--- src/design/crr_pkg.sv ---
package crr_pkg;

    localparam int BUF_LEN_DEF = 64;
    localparam int SLOTS_DEF   = 16;

    // Frame layout: six header bytes, name from byte eight on.
    localparam int HDR_BYTES  = 6;
    localparam int NAME_START = 8;

    localparam logic [7:0] CH_CR   = 8'h0d;
    localparam logic [7:0] CH_LF   = 8'h0a;
    localparam logic [7:0] CH_ZERO = 8'h30;
    localparam logic [7:0] CH_ONE  = 8'h31;

    localparam logic [1:0] KIND_NAME    = 2'd0;
    localparam logic [1:0] KIND_RESTART = 2'd1;
    localparam logic [1:0] KIND_CLEAR   = 2'd2;

    // 0.8 = 4/5; floor(m * 4 / 5) equals (m * 0xCCCD) >> 16 for any 16-bit m.
    localparam logic [15:0] RECIP_FIVE = 16'hCCCD;
    localparam logic signed [16:0] X_OFFSET = 17'sd624;

    typedef enum logic [3:0] {
        ST_IDLE,
        ST_HDR_RD,
        ST_HDR_WAIT,
        ST_MATH,
        ST_SCALE,
        ST_SPEC_OUT,
        ST_NAME_WAIT,
        ST_NAME_OUT,
        ST_FINISH
    } crr_state_t;

    typedef struct packed {
        logic store_rx;
        logic store_first;
        logic start_frame;
        logic hdr_rd;
        logic math;
        logic scale;
        logic load_special;
        logic name_start;
        logic load_name;
        logic name_next;
        logic finish;
    } crr_cmd_t;

    typedef struct packed {
        logic rx_cr;
        logic rx_lf;
        logic hdr_last;
        logic special;
        logic out_take;
        logic out_last;
    } crr_status_t;

endpackage

--- src/design/crr_ram.sv ---
module crr_ram #(
    parameter int WIDTH = 8,
    parameter int DEPTH = 64
) (
    input  logic                     clk,
    input  logic                     we,
    input  logic [$clog2(DEPTH)-1:0] waddr,
    input  logic [WIDTH-1:0]         wdata,
    input  logic                     re,
    input  logic [$clog2(DEPTH)-1:0] raddr,
    output logic [WIDTH-1:0]         rdata
);

    logic [WIDTH-1:0] mem [DEPTH];

    always_ff @(posedge clk) begin
        if (we) begin
            mem[waddr] <= wdata;
        end
        if (re) begin
            rdata <= mem[raddr];
        end
    end

endmodule

--- src/design/crr_ctrl.sv ---
module crr_ctrl (
    input  logic                aclk,
    input  logic                aresetn,
    input  logic                s_tvalid,
    output logic                s_tready,
    input  crr_pkg::crr_status_t stat,
    output crr_pkg::crr_cmd_t    cmd
);

    crr_pkg::crr_state_t state_reg, state_next;
    logic cr_seen_reg, cr_seen_next;
    logic frame_done_reg, frame_done_next;
    logic accept;

    assign s_tready = (state_reg == crr_pkg::ST_IDLE);
    assign accept   = s_tvalid && s_tready;

    always_ff @(posedge aclk) begin
        if (!aresetn) begin
            state_reg      <= crr_pkg::ST_IDLE;
            cr_seen_reg    <= 1'b0;
            frame_done_reg <= 1'b0;
        end else begin
            state_reg      <= state_next;
            cr_seen_reg    <= cr_seen_next;
            frame_done_reg <= frame_done_next;
        end
    end

    always_comb begin
        cr_seen_next    = cr_seen_reg;
        frame_done_next = frame_done_reg;
        if (accept) begin
            if (frame_done_reg) begin
                cr_seen_next    = 1'b0;
                frame_done_next = 1'b0;
            end else if (cr_seen_reg) begin
                // A good ending waits for one more byte; a bad one resumes at once.
                if (stat.rx_lf) begin
                    frame_done_next = 1'b1;
                end else begin
                    cr_seen_next = 1'b0;
                end
            end else if (stat.rx_cr) begin
                cr_seen_next = 1'b1;
            end
        end
    end

    always_comb begin
        state_next = state_reg;
        case (state_reg)
            crr_pkg::ST_IDLE: begin
                if (accept && !frame_done_reg && cr_seen_reg) begin
                    state_next = crr_pkg::ST_HDR_RD;
                end
            end
            crr_pkg::ST_HDR_RD: begin
                if (stat.hdr_last) begin
                    state_next = crr_pkg::ST_HDR_WAIT;
                end
            end
            crr_pkg::ST_HDR_WAIT: state_next = crr_pkg::ST_MATH;
            crr_pkg::ST_MATH:     state_next = crr_pkg::ST_SCALE;
            crr_pkg::ST_SCALE: begin
                state_next = stat.special ? crr_pkg::ST_SPEC_OUT : crr_pkg::ST_NAME_WAIT;
            end
            crr_pkg::ST_SPEC_OUT: begin
                if (stat.out_take) begin
                    state_next = crr_pkg::ST_FINISH;
                end
            end
            crr_pkg::ST_NAME_WAIT: state_next = crr_pkg::ST_NAME_OUT;
            crr_pkg::ST_NAME_OUT: begin
                if (stat.out_take) begin
                    state_next = stat.out_last ? crr_pkg::ST_FINISH : crr_pkg::ST_NAME_WAIT;
                end
            end
            crr_pkg::ST_FINISH: state_next = crr_pkg::ST_IDLE;
            default:            state_next = crr_pkg::ST_IDLE;
        endcase
    end

    always_comb begin
        cmd = '0;
        case (state_reg)
            crr_pkg::ST_IDLE: begin
                if (accept) begin
                    if (frame_done_reg) begin
                        cmd.store_first = 1'b1;
                    end else if (cr_seen_reg) begin
                        cmd.start_frame = 1'b1;
                    end else if (!stat.rx_cr) begin
                        cmd.store_rx = 1'b1;
                    end
                end
            end
            crr_pkg::ST_HDR_RD: cmd.hdr_rd = 1'b1;
            crr_pkg::ST_MATH:   cmd.math   = 1'b1;
            crr_pkg::ST_SCALE: begin
                cmd.scale = 1'b1;
                if (stat.special) begin
                    cmd.load_special = 1'b1;
                end else begin
                    cmd.name_start = 1'b1;
                end
            end
            crr_pkg::ST_NAME_WAIT: cmd.load_name = 1'b1;
            crr_pkg::ST_NAME_OUT: begin
                if (stat.out_take && !stat.out_last) begin
                    cmd.name_next = 1'b1;
                end
            end
            crr_pkg::ST_FINISH: cmd.finish = 1'b1;
            default: cmd = '0;
        endcase
    end

endmodule

--- src/design/crr_datapath.sv ---
module crr_datapath #(
    parameter int BUF_LEN = crr_pkg::BUF_LEN_DEF,
    parameter int SLOTS   = crr_pkg::SLOTS_DEF
) (
    input  logic                 aclk,
    input  logic                 aresetn,
    input  crr_pkg::crr_cmd_t    cmd,
    output crr_pkg::crr_status_t stat,
    input  logic [7:0]           rx_byte,
    input  logic                 out_ready,
    output logic                 out_valid,
    output logic [1:0]           out_kind,
    output logic [3:0]           out_slot,
    output logic signed [16:0]   out_x_pos,
    output logic [15:0]          out_y_pos,
    output logic [7:0]           out_flag_byte,
    output logic [7:0]           out_type_byte,
    output logic [5:0]           out_name_pos,
    output logic [7:0]           out_name_byte,
    output logic                 out_line_ok,
    output logic                 out_last
);

    localparam int AW = $clog2(BUF_LEN);
    localparam int SW = $clog2(SLOTS);
    localparam int HW = $clog2(crr_pkg::HDR_BYTES);

    logic [AW-1:0]      byte_count_reg, byte_count_next;
    logic [BUF_LEN-1:0] valid_reg, valid_next;
    logic [SW-1:0]      slot_reg, slot_next;
    logic [HW-1:0]      hdr_idx_reg;
    logic               cap_reg;
    logic [HW-1:0]      cap_idx_reg;
    logic [7:0]         hdr_reg [crr_pkg::HDR_BYTES];
    logic               rd_valid_reg;
    logic [AW-1:0]      name_idx_reg;
    logic               line_ok_reg;
    logic [31:0]        prod_x_reg, prod_y_reg;
    logic               neg_reg;
    logic signed [16:0] x_reg;
    logic [15:0]        y_reg;
    logic               out_valid_reg;

    logic               ram_we, ram_re;
    logic [AW-1:0]      ram_waddr, ram_raddr;
    logic [7:0]         ram_rdata, rd_byte;
    logic               is_restart, is_clear, name_last;
    logic signed [16:0] vx;
    logic [15:0]        x_mag;
    logic [15:0]        q_x;

    assign ram_we    = cmd.store_rx || cmd.store_first;
    assign ram_waddr = cmd.store_first ? '0 : byte_count_reg;
    assign ram_re    = cmd.hdr_rd || cmd.name_start || cmd.name_next;

    always_comb begin
        if (cmd.name_next) begin
            ram_raddr = name_idx_reg + AW'(1);
        end else if (cmd.name_start) begin
            ram_raddr = AW'(crr_pkg::NAME_START);
        end else begin
            ram_raddr = AW'(hdr_idx_reg);
        end
    end

    crr_ram #(
        .WIDTH (8),
        .DEPTH (BUF_LEN)
    ) u_line_buf (
        .clk   (aclk),
        .we    (ram_we),
        .waddr (ram_waddr),
        .wdata (rx_byte),
        .re    (ram_re),
        .raddr (ram_raddr),
        .rdata (ram_rdata)
    );

    // An entry not written since the last frame reads as zero.
    assign rd_byte = rd_valid_reg ? ram_rdata : 8'h00;

    assign is_restart = (hdr_reg[0] == crr_pkg::CH_ZERO) && (hdr_reg[1] == crr_pkg::CH_ZERO) &&
                        (hdr_reg[2] == crr_pkg::CH_ZERO) && (hdr_reg[3] == crr_pkg::CH_ZERO);
    assign is_clear   = (hdr_reg[0] == crr_pkg::CH_ONE) && (hdr_reg[1] == crr_pkg::CH_ONE) &&
                        (hdr_reg[2] == crr_pkg::CH_ONE) && (hdr_reg[3] == crr_pkg::CH_ONE);

    assign name_last = (name_idx_reg == AW'(BUF_LEN - 1)) ||
                       ((name_idx_reg != AW'(crr_pkg::NAME_START)) && (rd_byte == 8'h00));

    assign vx    = $signed({1'b0, hdr_reg[1], hdr_reg[0]}) - crr_pkg::X_OFFSET;
    assign x_mag = vx[16] ? 16'(-vx) : vx[15:0];
    assign q_x   = prod_x_reg[31:16];

    assign stat.rx_cr    = (rx_byte == crr_pkg::CH_CR);
    assign stat.rx_lf    = (rx_byte == crr_pkg::CH_LF);
    assign stat.hdr_last = (hdr_idx_reg == HW'(crr_pkg::HDR_BYTES - 1));
    assign stat.special  = is_restart || is_clear;
    assign stat.out_take = out_valid_reg && out_ready;
    assign stat.out_last = out_last;

    always_comb begin
        byte_count_next = byte_count_reg;
        if (cmd.store_first) begin
            byte_count_next = AW'(1);
        end else if (cmd.store_rx) begin
            byte_count_next = (byte_count_reg == AW'(BUF_LEN - 1)) ? '0
                                                                  : byte_count_reg + AW'(1);
        end else if (cmd.start_frame && !stat.rx_lf) begin
            byte_count_next = '0;
        end
    end

    always_comb begin
        valid_next = valid_reg;
        if (cmd.finish) begin
            valid_next = '0;
        end else if (ram_we) begin
            valid_next[ram_waddr] = 1'b1;
        end
    end

    always_comb begin
        slot_next = slot_reg;
        if (cmd.finish) begin
            if (is_clear) begin
                slot_next = '0;
            end else if (!is_restart) begin
                slot_next = (slot_reg == SW'(SLOTS - 1)) ? '0 : slot_reg + SW'(1);
            end
        end
    end

    always_ff @(posedge aclk) begin
        if (!aresetn) begin
            byte_count_reg <= '0;
            valid_reg      <= '0;
            slot_reg       <= SW'(1);
            hdr_idx_reg    <= '0;
            cap_reg        <= 1'b0;
            out_valid_reg  <= 1'b0;
        end else begin
            byte_count_reg <= byte_count_next;
            valid_reg      <= valid_next;
            slot_reg       <= slot_next;
            cap_reg        <= cmd.hdr_rd;
            if (cmd.start_frame) begin
                hdr_idx_reg <= '0;
            end else if (cmd.hdr_rd) begin
                hdr_idx_reg <= hdr_idx_reg + HW'(1);
            end
            if (cmd.load_special || cmd.load_name) begin
                out_valid_reg <= 1'b1;
            end else if (stat.out_take) begin
                out_valid_reg <= 1'b0;
            end
        end
    end

    always_ff @(posedge aclk) begin
        cap_idx_reg  <= hdr_idx_reg;
        rd_valid_reg <= valid_reg[ram_raddr];
        if (cap_reg) begin
            hdr_reg[cap_idx_reg] <= rd_byte;
        end
        if (cmd.start_frame) begin
            line_ok_reg <= stat.rx_lf;
        end
        if (cmd.math) begin
            prod_x_reg <= x_mag * crr_pkg::RECIP_FIVE;
            prod_y_reg <= {hdr_reg[3], hdr_reg[2]} * crr_pkg::RECIP_FIVE;
            neg_reg    <= vx[16];
        end
        if (cmd.scale) begin
            x_reg <= neg_reg ? -$signed({1'b0, q_x}) : $signed({1'b0, q_x});
            y_reg <= prod_y_reg[31:16];
        end
        if (cmd.name_start) begin
            name_idx_reg <= AW'(crr_pkg::NAME_START);
        end else if (cmd.name_next) begin
            name_idx_reg <= name_idx_reg + AW'(1);
        end
        if (cmd.load_special) begin
            out_kind      <= is_restart ? crr_pkg::KIND_RESTART : crr_pkg::KIND_CLEAR;
            out_slot      <= is_restart ? 4'd0 : 4'(slot_reg);
            out_x_pos     <= '0;
            out_y_pos     <= '0;
            out_flag_byte <= '0;
            out_type_byte <= '0;
            out_name_pos  <= '0;
            out_name_byte <= '0;
            out_line_ok   <= line_ok_reg;
            out_last      <= 1'b1;
        end else if (cmd.load_name) begin
            out_kind      <= crr_pkg::KIND_NAME;
            out_slot      <= 4'(slot_reg);
            out_x_pos     <= x_reg;
            out_y_pos     <= y_reg;
            out_flag_byte <= hdr_reg[4];
            out_type_byte <= hdr_reg[5];
            out_name_pos  <= 6'(name_idx_reg) - 6'(crr_pkg::NAME_START);
            out_name_byte <= rd_byte;
            out_line_ok   <= line_ok_reg;
            out_last      <= name_last;
        end
    end

    assign out_valid = out_valid_reg;

endmodule

--- src/design/crlf_record_receiver_top.sv ---
// Line receiver for CR LF terminated binary records. Each accepted word on the
// s_ side is one received byte. An ordinary byte, or the CR, is accepted without
// closing the port. The byte after CR ends the frame, after which the port
// stays closed while the frame is decoded: six buffer reads for the header
// (one per cycle through the single read port of the line buffer), then the
// HDR_WAIT, MATH and SCALE states to collect the last header byte, scale and
// dispatch, then one result per name byte through the NAME_WAIT and NAME_OUT
// states, and the FINISH state to clear the buffer and update the slot counter.
// Restart and clear frames give one result word through the SPEC_OUT state.
// Back-pressure on m_tready holds each result word until it is taken.
module crlf_record_receiver_top #(
    parameter int BUF_LEN = crr_pkg::BUF_LEN_DEF,
    parameter int SLOTS   = crr_pkg::SLOTS_DEF
) (
    input  logic        aclk,
    input  logic        aresetn,
    input  logic        s_tvalid,
    output logic        s_tready,
    input  logic [7:0]  s_tdata,   // rx_byte
    output logic        m_tvalid,
    input  logic        m_tready,
    // slot[3:0], x_pos[20:4], y_pos[36:21], flag_byte[44:37], type_byte[52:45],
    // name_pos[58:53], name_byte[66:59], zero[71:67]
    output logic [71:0] m_tdata,
    output logic [2:0]  m_tuser,   // kind[1:0], line_ok[2]
    output logic        m_tlast
);

    crr_pkg::crr_cmd_t    cmd;
    crr_pkg::crr_status_t stat;

    logic [1:0]         kind;
    logic [3:0]         slot;
    logic signed [16:0] x_pos;
    logic [15:0]        y_pos;
    logic [7:0]         flag_byte, type_byte, name_byte;
    logic [5:0]         name_pos;
    logic               line_ok;

    crr_ctrl u_ctrl (
        .aclk     (aclk),
        .aresetn  (aresetn),
        .s_tvalid (s_tvalid),
        .s_tready (s_tready),
        .stat     (stat),
        .cmd      (cmd)
    );

    crr_datapath #(
        .BUF_LEN (BUF_LEN),
        .SLOTS   (SLOTS)
    ) u_datapath (
        .aclk          (aclk),
        .aresetn       (aresetn),
        .cmd           (cmd),
        .stat          (stat),
        .rx_byte       (s_tdata),
        .out_ready     (m_tready),
        .out_valid     (m_tvalid),
        .out_kind      (kind),
        .out_slot      (slot),
        .out_x_pos     (x_pos),
        .out_y_pos     (y_pos),
        .out_flag_byte (flag_byte),
        .out_type_byte (type_byte),
        .out_name_pos  (name_pos),
        .out_name_byte (name_byte),
        .out_line_ok   (line_ok),
        .out_last      (m_tlast)
    );

    assign m_tdata = {5'b0, name_byte, name_pos, type_byte, flag_byte, y_pos, x_pos, slot};
    assign m_tuser = {line_ok, kind};

endmodule

--- config.mk ---
export PLATFORM = sky130hd
export DESIGN_NAME = crlf_record_receiver_top
export DESIGN_NICKNAME = d
export VERILOG_FILES = /design/src/design/crr_pkg.sv /design/src/design/crr_ram.sv /design/src/design/crr_ctrl.sv /design/src/design/crr_datapath.sv /design/src/design/crlf_record_receiver_top.sv
export SDC_FILE = /design/constraint.sdc
export NUM_CORES = 2
export LEC_CHECK = 0
export ABC_AREA = 1
export BUFFER_PORTS_ARGS = -buffer_cell sky130_fd_sc_hd__buf_2
export CORE_ASPECT_RATIO = 0.7
export CORE_MARGIN = 4
export CORE_UTILIZATION = 69
export CTS_BUF_LIST = sky130_fd_sc_hd__clkbuf_8 sky130_fd_sc_hd__clkbuf_16
export DETAILED_ROUTE_END_ITERATION = 8
export PLACE_DENSITY = 0.94
export SYNTH_ARGS = -nofsm -noshare
export SYNTH_HDL_FRONTEND = slang
export SYNTH_SLANG_ARGS = --single-unit
--- constraint.sdc ---
create_clock -name aclk -period 13.35 [get_ports aclk]
set_input_delay 1.335 -clock aclk [delete_from_list [all_inputs] [get_ports aclk]]
set_output_delay 1.335 -clock aclk [all_outputs]
set_load 0.02 [all_outputs]
==> summary.md <==
| Metric | Value |
|---|---|
| Yosys cell types | 53 |
| Core outline area | 0.0631 mm2 |
| Die Wd | 310 um |
| Type of origin of the critical path | register |
| Proportion of layout cells with a drive suffix above 1 | 6.11% |
| CP arrival | 8.00 ns |
| Area growth syn-to-layout | 8.07% |
| Sequential share of the synthesized area | between 50% and 60% |
| Port buffer count | between 80 and 90 |
| Largest net degree at the start of global routing | 170 |
| Post-CTS setup buffer count | 0 |
| Overflow after GRT | 0 |
| Gr usage total | a little over a third |
| CTS clk-pin slew, worst paths | approximately 0.07 ns |
| Setup tns final | 0 ns |
| Die ar. | 0.0680 mm2 |
| Final WL | 122 mm |
| DRC errors left | 0 |
| Number of global-route vias before repair | 33,600 |
| Final Cycle Share | 56.9% |
| Final min period | 7.60 ns |
| Simple-gate area share of the yosys netlist | 20.6% |
| Placement Rows | 77 |
| Synth Area per Inst | a little under 10 um2 |
| Unrepaired setup endpoints after global routing | no |
| Post-Synth XOR/XNOR Area | 1.41% |
| Max-slew headroom | 18.8% |
| CTS sink count | approximately 800 |
| VDD IR-drop max | 118 uV |
| WS Path Type | register to register |
| Crit path capture type | register |
| Initial Util | 69.7% |
| Max cap viols | 0 |
| Warnings, synthesis | 0 |
| H-tree depth | 3 |
| Post-synthesis mux area share | 0% |
| Compound-Gate Fraction of Synth Area | 3.07% |
| Latest clock arrival within the worst-skew pair | between 0.6 and 0.7 ns |
| Leakage | 20.4 nW |
| Required @ worst endpoint | 13.75 ns |
| Synth top cells by count | inv_1, nand2_1, nand3_1, edfxtp_1, nor2_1 |
| CTS tree | built |
| Mapped cell area | 0.0440 mm2 |
| Post-DR wirelength/cell | approximately 23 um |
| Seq cells post-synth | 801 |
| Initial antenna violation count | 1 |
| Worst hold path type | register to register |
| Fillers | between 3,000 and 4,000 |
| NumNets Final | around 5,000 |
| Hold Violations, Final | 0 |
| Root buf cell | clkbuf_16 |
| Vias per cell | 6.40 |
| Worst Hold Slack | 0.412 ns |
| Vert. Die Dim | 219 um |
| Asr flop ratio synth | 0% |
| Post-CTS Hold Buffers | 0 |
| CP max FO | 18 |
| Status | complete, no violations |
| DRT Pass-1 Iters | 9 |
| Top post-synthesis cells by area | edfxtp_1, ha_1, nand3_1 |
| Max FFs per register | 512 |
| Setup-failing EPs final | 0 |
| Synth Instances | 4,460 |
| Placed wire-length estimate | 76.1 mm |
| Vias | 34,300 |
| Register area | 0.0225 mm2 |
| Slew @ Worst Pin | 1.21 ns |
| Count leader, synth | inv_1 |
| Post-synth EDFFs | 642 |
| Num CTS Buffers | 75 |
| Main combinational cell family by area after synthesis | simple AND/OR/NAND/NOR gates |
| WHS Path Cells | 0 |
| Slew Viols, Final | 0 |
| Most used flip-flop cell after synthesis | edfxtp_1 |
| Post-Synth Adder-Cell Area | between 10% and 20% |
| R2R cell count | 26 |
| First-pass GRT wire length | roughly 190 mm |
| Io pins | 90 |
| Routability cong. | 0.995 |
| Maximum clock path buffer count | 3 |
| Area fraction of the dominant cell type after synthesis | 43.8% |
| FMAX | around 130 MHz |
| DRT iter0 DRCs | 5,955 |
| Multi-input gate area | approximately 0.018 mm2 |
| Skew final | 0.0466 ns |
| Final ANT Viol Nets | 0 |
| CTS resizes | 0 |
| Power Dens Cells | 138 mW/mm2 |
| Cell taking the most area after synthesis | edfxtp_1 |
-- power breakdown --
part | internal (mW) | switching [mW] | total (mW) | leakage [nW]
Clock | 1.32 | 1.01 | 2.33 | 1.36
Combinational | 0.471 | 0.987 | 1.46 | 12.0
Sequential | 2.75 | 0.00879 | 2.76 | 7.06
Total | 4.54 | 2.00 | 6.54 | 20.4
-- metal layers --
metal / share of wire (%) / GRT usage [%] / vias up
met5: 0.030 / 0 / -
met4: 4.8 / 15.2 / 4
met3: 15 / 10.3 / 555
met2: 44 / 54.1 / 2913
met1: 37 / 50.0 / 16100
li1: - / - / 14700
-- layout make-up --
type | count | share of cell area, %
multi-input combinational | 2719 | 37.5
timing repair buffer | 116 | 1.42
clock buffer | 89 | 4.45
antenna | 1 | 0.00526
clock inverter | 49 | 1.19
inverter | 759 | 6.00
tap | 829 | 2.18
sequential | 801 | 47.2
-- critical path: stages, from the launching register on --
cell      delay, ns
edfxtp_1       0.45
ha_1           0.28
a21oi_1        0.31
a21oi_1        0.23
nor3_2         0.73
nand2_1        0.14
xnor2_1        0.56
ha_1           0.32
inv_1          0.08
fa_1           0.51
fa_1           0.55
inv_1          0.06
fa_1           0.51
fa_1           0.56
inv_1          0.06
fa_1           0.54
inv_1          0.05
ha_1           0.36
a21oi_1        0.20
o21a_1         0.18
o221ai_1       0.13
nor2_1         0.11
nand2_1        0.12
nand2_1        0.11
nand2_1        0.06
nand2_1        0.06
nand2_1        0.04
-- logic make-up (layout without fill, tap and decap cells) --
| logic type | Yosys count | in the layout |
|---|---|---|
| AOI/OAI and AO/OA | 243 | 243 |
| xor gates and xnor gates | 71 | 71 |
| adders and majority gates | 442 | 442 |
| buffers and inverters | 944 | 1013 |
| DFF | 801 | 801 |
| other | 1 | 6 |
| and+or+nand+nor | 1958 | 1958 |
-- cell usage in the layout (no fill, tap or decap), drive strengths merged, types with 6 or more instances in the layout --
cell    Yosys  final
o21a        9      9
buf       123    116
inv       756    776
xor2       53     53
bufinv      0      9
nor3       28     28
nor4        9      9
o21ai      45     45
clkinv      3     19
a31oi       6      6
nand3     647    647
edfxtp    642    642
ha        281    281
a21oi     151    151
o31ai       6      6
nand3b    196    196
clkbuf     62     89
or2         6      6
dfxtp     159    159
fa        161    161
nand2     730    730
xnor2      18     18
nand4      13     13
nor2      328    328
-- per-stage QoR --
stage,util [%],setup slack (ns),total power [mW],cell area [um2],instances
4_1_cts,75.4,5.82,6.49,47600,5362
3_3_place_gp,71.1,6.15,4.18,44900,5224
2_1_floorplan,-,6.89,3.82,44000,4464
5_1_grt,75.4,5.29,6.79,47600,5362
3_5_place_dp,71.1,6.01,4.21,44900,5224
6_report,75.4,5.75,6.54,47600,5363
-- worst paths after layout --
| path | startpoint | endpoint | slack, ns |
|---|---|---|---|
| min | u_datapath.hdr_idx_reg[1] | u_datapath.cap_idx_reg[1] | 0.41 |
| max | u_datapath.hdr_reg[0][4] | u_datapath.prod_x_reg[31] | 5.75 |
| min reg2reg | u_datapath.hdr_idx_reg[1] | u_datapath.cap_idx_reg[1] | 0.41 |
| max reg2reg | u_datapath.hdr_reg[0][4] | u_datapath.prod_x_reg[31] | 5.75 |
No activity file was read; power rests on OpenSTA's default activity.
